[src/rtl/jkc_pkg.sv]
// ----------------------------------------------------------------------------
// jkc_pkg
// Shared types and constants for the joystick key classifier.
// ----------------------------------------------------------------------------
`default_nettype none

package jkc_pkg;

    localparam int JKC_SAMPLE_BITS = 12;
    localparam int JKC_TIME_BITS   = 32;

    // configuration register widths
    localparam int CFG_CENTER_W   = 12;
    localparam int CFG_DEADZONE_W = 11;
    localparam int CFG_MS_W       = 16;
    localparam int CFG_DATA_W     = 16;
    localparam int CFG_INDEX_W    = 2;

    // configuration reset values
    localparam logic [CFG_CENTER_W-1:0]   CFG_CENTER_RST   = 12'd2048;
    localparam logic [CFG_DEADZONE_W-1:0] CFG_DEADZONE_RST = 11'd200;
    localparam logic [CFG_MS_W-1:0]       CFG_DEBOUNCE_RST = 16'd30;
    localparam logic [CFG_MS_W-1:0]       CFG_LONG_RST     = 16'd500;

    typedef enum logic [CFG_INDEX_W-1:0] {
        REG_CENTER   = 2'd0,
        REG_DEADZONE = 2'd1,
        REG_DEBOUNCE = 2'd2,
        REG_LONG     = 2'd3
    } t_cfg_reg;

    typedef enum logic [2:0] {
        KEY_NONE  = 3'd0,
        KEY_RIGHT = 3'd1,
        KEY_LEFT  = 3'd2,
        KEY_NEXT  = 3'd3,
        KEY_PREV  = 3'd4,
        KEY_ENTER = 3'd5,
        KEY_ESC   = 3'd6
    } t_key;

    typedef enum logic [1:0] {
        BTN_NONE  = 2'd0,
        BTN_SHORT = 2'd1,
        BTN_LONG  = 2'd2
    } t_btn_ev;

    typedef struct packed {
        logic [CFG_CENTER_W-1:0]   center;
        logic [CFG_DEADZONE_W-1:0] deadzone;
        logic [CFG_MS_W-1:0]       debounce_ms;
        logic [CFG_MS_W-1:0]       long_ms;
    } t_cfg;

endpackage

`default_nettype wire

[src/rtl/jkc_dir.sv]
// ----------------------------------------------------------------------------
// jkc_dir
// Winner-take-all joystick direction with deadzone; ties go to vertical.
// ----------------------------------------------------------------------------
`default_nettype none

module jkc_dir import jkc_pkg::*; #(
    parameter int SAMPLE_BITS = JKC_SAMPLE_BITS
) (
    input  wire logic [SAMPLE_BITS-1:0]    i_x,
    input  wire logic [SAMPLE_BITS-1:0]    i_y,
    input  wire logic [CFG_CENTER_W-1:0]   i_center,
    input  wire logic [CFG_DEADZONE_W-1:0] i_deadzone,
    output t_key                           o_key
);

    localparam int DW = ((SAMPLE_BITS > CFG_CENTER_W) ? SAMPLE_BITS : CFG_CENTER_W) + 1;

    logic signed [DW-1:0] dx, dy;
    logic        [DW-1:0] ax, ay, dz;

    always_comb begin
        dx = $signed({{(DW-SAMPLE_BITS){1'b0}}, i_x}) -
             $signed({{(DW-CFG_CENTER_W){1'b0}}, i_center});
        dy = $signed({{(DW-SAMPLE_BITS){1'b0}}, i_y}) -
             $signed({{(DW-CFG_CENTER_W){1'b0}}, i_center});
        ax = dx[DW-1] ? DW'(-dx) : DW'(dx);
        ay = dy[DW-1] ? DW'(-dy) : DW'(dy);
        dz = {{(DW-CFG_DEADZONE_W){1'b0}}, i_deadzone};

        o_key = KEY_NONE;
        if (ax > ay) begin
            if (ax > dz) o_key = dx[DW-1] ? KEY_LEFT : KEY_RIGHT;
        end else begin
            if (ay > dz) o_key = dy[DW-1] ? KEY_PREV : KEY_NEXT;
        end
    end

endmodule

`default_nettype wire

[src/rtl/jkc_button.sv]
// ----------------------------------------------------------------------------
// jkc_button
// Button debounce and short/long press classification, one poll per step.
// ----------------------------------------------------------------------------
`default_nettype none

module jkc_button import jkc_pkg::*; #(
    parameter int TIME_BITS = JKC_TIME_BITS
) (
    input  wire logic                 i_clk,
    input  wire logic                 i_rst_n,
    input  wire logic                 i_step,
    input  wire logic                 i_level,
    input  wire logic [TIME_BITS-1:0] i_now,
    input  wire logic [CFG_MS_W-1:0]  i_debounce_ms,
    input  wire logic [CFG_MS_W-1:0]  i_long_ms,
    output t_btn_ev                   o_event
);

    logic                 r_deb, r_last_raw, r_short, r_long;
    logic [TIME_BITS-1:0] r_last_change, r_press_start;

    logic                 raw_chg, accept, press, deb_new, long_new;
    logic [TIME_BITS-1:0] since_change, held;

    always_comb begin
        raw_chg      = i_level != r_last_raw;
        since_change = i_now - r_last_change;
        // a raw change this poll leaves zero elapsed time, never accepted
        accept  = !raw_chg && (since_change > TIME_BITS'(i_debounce_ms)) &&
                  (i_level != r_deb);
        press   = accept && !i_level;
        deb_new = accept ? i_level : r_deb;
        long_new = press ? 1'b0 : r_long;
        held    = press ? '0 : (i_now - r_press_start);

        o_event = BTN_NONE;
        if (accept && i_level && !r_long && !r_short) begin
            o_event = BTN_SHORT;
        end else if (!deb_new && !long_new && (held >= TIME_BITS'(i_long_ms))) begin
            o_event = BTN_LONG;
        end
    end

    always_ff @(posedge i_clk) begin
        if (!i_rst_n) begin
            r_deb         <= 1'b1;
            r_last_raw    <= 1'b1;
            r_last_change <= '0;
            r_press_start <= '0;
            r_short       <= 1'b0;
            r_long        <= 1'b0;
        end else if (i_step) begin
            r_last_raw <= i_level;
            if (raw_chg) r_last_change <= i_now;
            if (accept)  r_deb         <= i_level;
            if (press) begin
                // a zero hold time fires the long press on the press itself
                r_press_start <= i_now;
                r_short       <= 1'b0;
                r_long        <= (o_event == BTN_LONG);
            end else begin
                if (o_event == BTN_SHORT) r_short <= 1'b1;
                if (o_event == BTN_LONG)  r_long  <= 1'b1;
            end
        end
    end

    // short fires only on release, long only while held: never both flags
    a_flags_exclusive: assert property (@(posedge i_clk) disable iff (!i_rst_n)
        !(r_short && r_long))
        else $error("short and long flags both set");

    a_short_on_release: assert property (@(posedge i_clk) disable iff (!i_rst_n)
        (i_step && o_event == BTN_SHORT) |-> (i_level && !r_deb))
        else $error("short press without release edge");

    a_long_latched: assert property (@(posedge i_clk) disable iff (!i_rst_n)
        (i_step && o_event == BTN_LONG) |=> (r_long && !r_deb))
        else $error("long press not latched");

endmodule

`default_nettype wire

[src/rtl/joystick_key_classifier.sv]
// ----------------------------------------------------------------------------
// joystick_key_classifier
// Polled joystick direction plus debounced button, one key result per poll.
// ----------------------------------------------------------------------------
//
//  channel   | dir | handshake                        | beat
//  ----------+-----+----------------------------------+---------------------------
//  s_axis    | in  | s_axis_tvalid / s_axis_tready    | x, y, button level, tick
//  m_axis    | out | m_axis_tvalid / m_axis_tready    | pressed, key code
//  cfg write | in  | i_cfg_valid / o_cfg_ready        | register index, data
//
//  Two register stages: an input beat register, then the result register.
//  The direction decode and the button update sit between them, so a result
//  is registered when its beat moves from the input register into the result
//  register, and one beat per cycle flows while m_axis_tready stays high.
//  The input register refills while a result waits, stalling only when both
//  stages are full; button state advances when a beat moves into the result.
//  Synchronous active-low reset clears the stages and restores the register
//  and button defaults; the config port is always ready.
//
`default_nettype none

module joystick_key_classifier import jkc_pkg::*; #(
    parameter int SAMPLE_BITS = JKC_SAMPLE_BITS,
    parameter int TIME_BITS   = JKC_TIME_BITS,
    localparam int IN_W = ((2*SAMPLE_BITS + 1 + TIME_BITS + 7) / 8) * 8
) (
    input  wire logic                   i_clk,
    input  wire logic                   i_rst_n,
    // {pad, time_ms, button_level, y_sample, x_sample} from the top bit down: x at bit 0
    input  wire logic [IN_W-1:0]        s_axis_tdata,
    input  wire logic                   s_axis_tvalid,
    output logic                        s_axis_tready,
    // bit 0 pressed, bits 3:1 key_code, bits 7:4 zero
    output logic [7:0]                  m_axis_tdata,
    output logic                        m_axis_tvalid,
    input  wire logic                   m_axis_tready,
    input  wire logic                   i_cfg_valid,
    output logic                        o_cfg_ready,
    input  wire logic [CFG_INDEX_W-1:0] i_cfg_index,
    input  wire logic [CFG_DATA_W-1:0]  i_cfg_data
);

    localparam int Y_LO = SAMPLE_BITS;
    localparam int L_BIT = 2*SAMPLE_BITS;
    localparam int T_LO = 2*SAMPLE_BITS + 1;

    // configuration registers
    t_cfg r_cfg;

    always_ff @(posedge i_clk) begin
        if (!i_rst_n) begin
            r_cfg.center      <= CFG_CENTER_RST;
            r_cfg.deadzone    <= CFG_DEADZONE_RST;
            r_cfg.debounce_ms <= CFG_DEBOUNCE_RST;
            r_cfg.long_ms     <= CFG_LONG_RST;
        end else if (i_cfg_valid) begin
            unique case (t_cfg_reg'(i_cfg_index))
                REG_CENTER:   r_cfg.center      <= i_cfg_data[CFG_CENTER_W-1:0];
                REG_DEADZONE: r_cfg.deadzone    <= i_cfg_data[CFG_DEADZONE_W-1:0];
                REG_DEBOUNCE: r_cfg.debounce_ms <= i_cfg_data[CFG_MS_W-1:0];
                REG_LONG:     r_cfg.long_ms     <= i_cfg_data[CFG_MS_W-1:0];
                default: ;
            endcase
        end
    end

    assign o_cfg_ready = 1'b1;

    // input beat register
    logic                   r_in_valid;
    logic [SAMPLE_BITS-1:0] r_in_x, r_in_y;
    logic                   r_in_level;
    logic [TIME_BITS-1:0]   r_in_time;

    // result register
    logic r_out_valid;
    t_key r_out_key;

    logic    advance;
    t_key    dir_key, n_key;
    t_btn_ev btn_ev;

    assign advance       = r_in_valid && (!r_out_valid || m_axis_tready);
    assign s_axis_tready = !r_in_valid || advance;

    always_ff @(posedge i_clk) begin
        if (!i_rst_n) begin
            r_in_valid <= 1'b0;
        end else if (s_axis_tready) begin
            r_in_valid <= s_axis_tvalid;
        end
    end

    always_ff @(posedge i_clk) begin
        if (s_axis_tready && s_axis_tvalid) begin
            r_in_x     <= s_axis_tdata[SAMPLE_BITS-1:0];
            r_in_y     <= s_axis_tdata[Y_LO +: SAMPLE_BITS];
            r_in_level <= s_axis_tdata[L_BIT];
            r_in_time  <= s_axis_tdata[T_LO +: TIME_BITS];
        end
    end

    jkc_dir #(
        .SAMPLE_BITS (SAMPLE_BITS)
    ) u_dir (
        .i_x        (r_in_x),
        .i_y        (r_in_y),
        .i_center   (r_cfg.center),
        .i_deadzone (r_cfg.deadzone),
        .o_key      (dir_key)
    );

    jkc_button #(
        .TIME_BITS (TIME_BITS)
    ) u_button (
        .i_clk         (i_clk),
        .i_rst_n       (i_rst_n),
        .i_step        (advance),
        .i_level       (r_in_level),
        .i_now         (r_in_time),
        .i_debounce_ms (r_cfg.debounce_ms),
        .i_long_ms     (r_cfg.long_ms),
        .o_event       (btn_ev)
    );

    // a button event overrides the direction
    always_comb begin
        case (btn_ev)
            BTN_SHORT: n_key = KEY_ENTER;
            BTN_LONG:  n_key = KEY_ESC;
            default:   n_key = dir_key;
        endcase
    end

    always_ff @(posedge i_clk) begin
        if (!i_rst_n) begin
            r_out_valid <= 1'b0;
        end else if (advance) begin
            r_out_valid <= 1'b1;
        end else if (m_axis_tready) begin
            r_out_valid <= 1'b0;
        end
    end

    always_ff @(posedge i_clk) begin
        if (advance) r_out_key <= n_key;
    end

    assign m_axis_tvalid = r_out_valid;
    assign m_axis_tdata  = {4'b0000, r_out_key, r_out_key != KEY_NONE};

endmodule

`default_nettype wire
[config.mk]
export PLATFORM = sky130hd
export DESIGN_NAME = joystick_key_classifier
export DESIGN_NICKNAME = d
export VERILOG_FILES = /design/src/rtl/jkc_pkg.sv /design/src/rtl/jkc_dir.sv /design/src/rtl/jkc_button.sv /design/src/rtl/joystick_key_classifier.sv
export SDC_FILE = /design/constraint.sdc
export NUM_CORES = 1
export LEC_CHECK = 0
export CORE_MARGIN = 10
export CORE_UTILIZATION = 60
export CTS_CLUSTER_DIAMETER = 80
export DETAILED_ROUTE_END_ITERATION = 8
export DONT_BUFFER_PORTS = 1
export GPL_TIMING_DRIVEN = 0
export HOLD_SLACK_MARGIN = 0.05
export PLACE_DENSITY_LB_ADDON = 0.12
export SKIP_LAST_GASP = 1
export SYNTH_ARGS = -nofsm -noshare
export SYNTH_HDL_FRONTEND = slang
export SYNTH_SLANG_ARGS = --single-unit
[constraint.sdc]
create_clock -name i_clk -period 7.8 [get_ports i_clk]
set_input_delay 0.78 -clock i_clk [delete_from_list [all_inputs] [get_ports i_clk]]
set_output_delay 0.78 -clock i_clk [all_outputs]
set_load 0.02 [all_outputs]
==> summary.txt <==
Clocking
  – Clock-pin slew on the worst setup and hold paths: 0.08 ns
  – Source-to-sink clock delay at the later pin of the worst-skew pair: 0.45 ns
  – Clock H-tree levels: 4
  – Clock tree from TritonCTS: built
  – Post-CTS Hold Fix Bufs: 0
  – Total clock buffers created by CTS: 17
  – Number of clock sinks seen by CTS: 185
  – Clock tree buffer depth: 2
  – Master cell of the clock root buffer: clkbuf_16

Global route
  – Global route total overflow: 0
  – Initial antenna violation count: 2
  – Global-route wire length before repair: 62000 um
  – GRT Total Usage: 0.268
  – Largest net degree at the start of global routing: 41
  – Via count of the first global-routing pass: 11785

STA
  – Time the final worst path needs with I/O delays and setup: 7.70 ns
  – Worst-case clock skew: 0.0138 ns
  – Maximum achievable frequency: 0.130 GHz
  – Final Hold Vio Count: 0
  – Portion of the clock cycle consumed by the worst path in the final layout: 0.988
  – Normalized max-slew margin: 0.414
  – Hold Worst Slack: 0.420 ns
  – Count of endpoints failing setup in the final report: 0
  – Total negative slack: 0 ns
  – Max Transition Viols Final: 0
  – RSZ-0062 raised after global routing: true
  – Slew at the pin closest to its max-slew limit: 0.879 ns

Power
  – Switching portion of total power: 0.351
  – Peak VDD IR: 148 uV
  – Leakage: 5.87 nW
  – Internal power contribution: 1.84 mW
  – Tot Pwr: 2.83 mW
  – Sw Pwr: 994 uW
  – Power density relative to cell area: 187 nW/um2
  – Share of power burned in combinational logic: 0.307
  – Clk pwr share: 0.312
  – Share of total power in sequential cells: 0.381

Place
  – Count of input and output buffers: 0
  – Gp weighted congestion: 0.956
  – HPWL Detailed: 31400 um

Die
  – Number of rows in the core area: 55
  – Area enclosed by the die boundary: 29500 um2
  – Vert. Die Dim: 172 um
  – Die width: 172 um
  – I/O pin count: 98
  – Initial Utilization: 0.610
  – Floorplan core area: 22600 um2

Synthesis
  – Compound-Gate Fraction of Synth Area: 0.208
  – Async set or reset register ratio after synthesis: 0
  – Total of flip-flops plus latches after synthesis: 185
  – Avg Inst Size Synth: 8.02 um2
  – Dominant combinational cell family by area after synthesis: compound AO/OA/AOI/OAI gates
  – Share of the synthesized area in the top cell type: 0.181
  – Number of synthesized flops with an enable pin: 60
  – Number of distinct library cell variants in the gate-level netlist after synthesis: 94
  – Commonest cells in the netlist: 275 x nand2_1, 174 x a21oi_1, 161 x inv_1
  – Xor and xnor area share after synthesis: 0.0520
  – Share of synthesized area spent on multiplexers: 0.00607
  – Area leader, netlist: dfxtp_1
  – Yosys warning count: 0
  – Top post-synthesis cells by area: dfxtp_1 18%, ha_1 14%, edfxtp_1 13%
  – Primary flip-flop cell chosen by synthesis mapping: dfxtp_1
  – Part of the Yosys area used for sequential elements: 0.312
  – Netlist area before placement: 13800 um2
  – Arithmetic-cell share of the synthesized area counting full adders, half adders and majority gates: 0.145
  – Number of standard cells after synthesis: 1721
  – Post-synthesis share of cell area spent on and, or, nand and nor gates: 0.204
  – Most common cell in the netlist: nand2_1

Worst setup path
  – Maximum fanout count along the critical path: 7
  – Critical Path Source Type: flip-flop
  – CP required: 7.96 ns
  – Critical Path Source: r_in_time[0]
  – Setup slack on the worst flop-to-flop path: 0.1 ns
  – Family of cells with the greatest summed delay on the critical path: simple AND/OR/NAND/NOR gates
  – Arrival time of the worst setup path: 7.86 ns
  – Biggest cell delay along the critical path: 0.46 ns
  – Library cell contributing the largest single delay on the critical path: or3b_4
  – Worst reg2reg path startpoint: r_in_time[0]
  – Critical path buffer and inverter count: 1
  – Element type at the critical path end: flip-flop
  – Worst setup path class: reg2reg

Cells and area
  – Net count, final: 2010
  – Area added between synthesis and finish: 9.66%
  – Fraction of final layout cells sized beyond drive strength 1: 0.0799

Routing
  – Final wirelength: 40100 um
  – Routed vias/inst: 6.16
  – Average detailed-routed wire length per instance: 19.4 um
  – Iteration-0 DRC Markers: 1237
  – Via total after detailed routing: 12711
  – Drc violations: 0
  – First-pass iteration count of the detailed router: 8
  – Remaining antenna violation count: 0

Hold path
  – Class of the worst hold path: in2reg
  – Hold Startpoint: s_axis_tdata[31]

Run
  – Maxcap violations: 0

Status
  – Run status: finished, final reports clean
[final cells by class]
class | instances | area (um2)
Multi-Input combinational cell | 1302 | 8700
Fill cell | 1899 | 7500
Sequential cell | 185 | 4300
Inverter | 162 | 608
Clock buffer | 18 | 450
Buffer | 74 | 373
Tap cell | 285 | 357
Timing Repair Buffer | 23 | 189
Clock inverter | 14 | 149
Antenna cell | 2 | 5.00
[per-layer routing]
metal / GRT usage / share of wire / wire [um] / up-vias
met5: 0 / 0 / 0 / -
met4: 0.0930 / 0.028 / 1120 / 0
met3: 0.0548 / 0.078 / 3110 / 93
met2: 0.428 / 0.45 / 18100 / 485
met1: 0.352 / 0.44 / 17700 / 5985
li1: - / - / - / 6148
[power groups by stage]
stage / logic [mW] / registers (mW) / clock network [mW]
final: 0.868 / 1.08 / 0.884
after floorplan: 0.620 / 1.08 / 0
after global routing: 0.958 / 1.08 / 0.933
after detailed placement: 0.802 / 1.10 / 0
after global placement: 0.778 / 1.10 / 0
after CTS: 0.834 / 1.08 / 0.891
[sequential cells by signal, indices dropped and copies added, names as in the netlist]
register,cells
u_button.r_deb,1
u_button.r_last_raw,1
r_in_valid,1
m_axis_tvalid,1
r_in_level,1
r_in_y,12
r_cfg,55
u_button.r_long,1
u_button.r_press_start,32
r_in_time,32
u_button.r_short,1
r_out_key,3
r_in_x,12
u_button.r_last_change,32
[cell families after synthesis]
group                      after synthesis
adders and majority gates              158
DFF                                    185
muxes                                    8
other                                    2
buffers and inverters                  237
AOI/OAI and AO/OA                      452
xor gates and xnor gates                82
and+or+nand+nor                        597
[path summary, 6_finish.rpt]
path | cells past startpoint | end
setup / recovery | 33 | r_out_key[1]
hold / removal | 0 | r_in_time[6]
setup reg to reg | 33 | r_out_key[1]
hold reg to reg | 2 | u_button.r_last_change[21]
[per-stage QoR]
step / utilization / area, um2 / instances / setup slack (ns)
3_3_place_gp: 0.626 / 14200 / 2009 / -0.923
3_5_place_dp: 0.627 / 14200 / 2010 / -0.929
2_1_floorplan: - / 13800 / 1724 / 0.946
5_1_grt: 0.669 / 15100 / 2065 / -0.189
4_1_cts: 0.663 / 15000 / 2056 / 0.0165
6_report: 0.669 / 15100 / 2065 / 0.0963
[cell usage in the layout, fill, tap and decap left out, types with 7 or more instances in the layout]
master     Yosys  final
nand4_1       23     23
buf_2         11     11
a211oi_1      10      9
nor2b_1       19     19
a21o_1        32     32
a31oi_1       10     10
o21bai_1       8      8
buf_6          7      7
nor3_1        22     22
nand3_1       58     58
buf_4          6     27
and3_1        22     21
nand2_1      275    275
clkbuf_16      0     18
o21a_1        19     19
o21ai_0       57     54
xnor2_1       47     47
o21ai_1       29     30
dfxtp_1      125    125
a21oi_1      174    173
clkbuf_1      45     45
xor2_1        35     35
nand2b_1      18     17
ha_1         154    149
inv_1        161    160
or3_1         12     12
edfxtp_1      60     60
nor2_1        93     90
o211ai_1      32     32
[timing repair]
action	4_1_cts	5_1_grt
resized for setup	22	17
setup endpoints to repair	4	4
hold endpoints to repair	0	0
buffers inserted	14	8
pin swaps	19	32
Note: power is estimated with default switching activity, not from simulation.
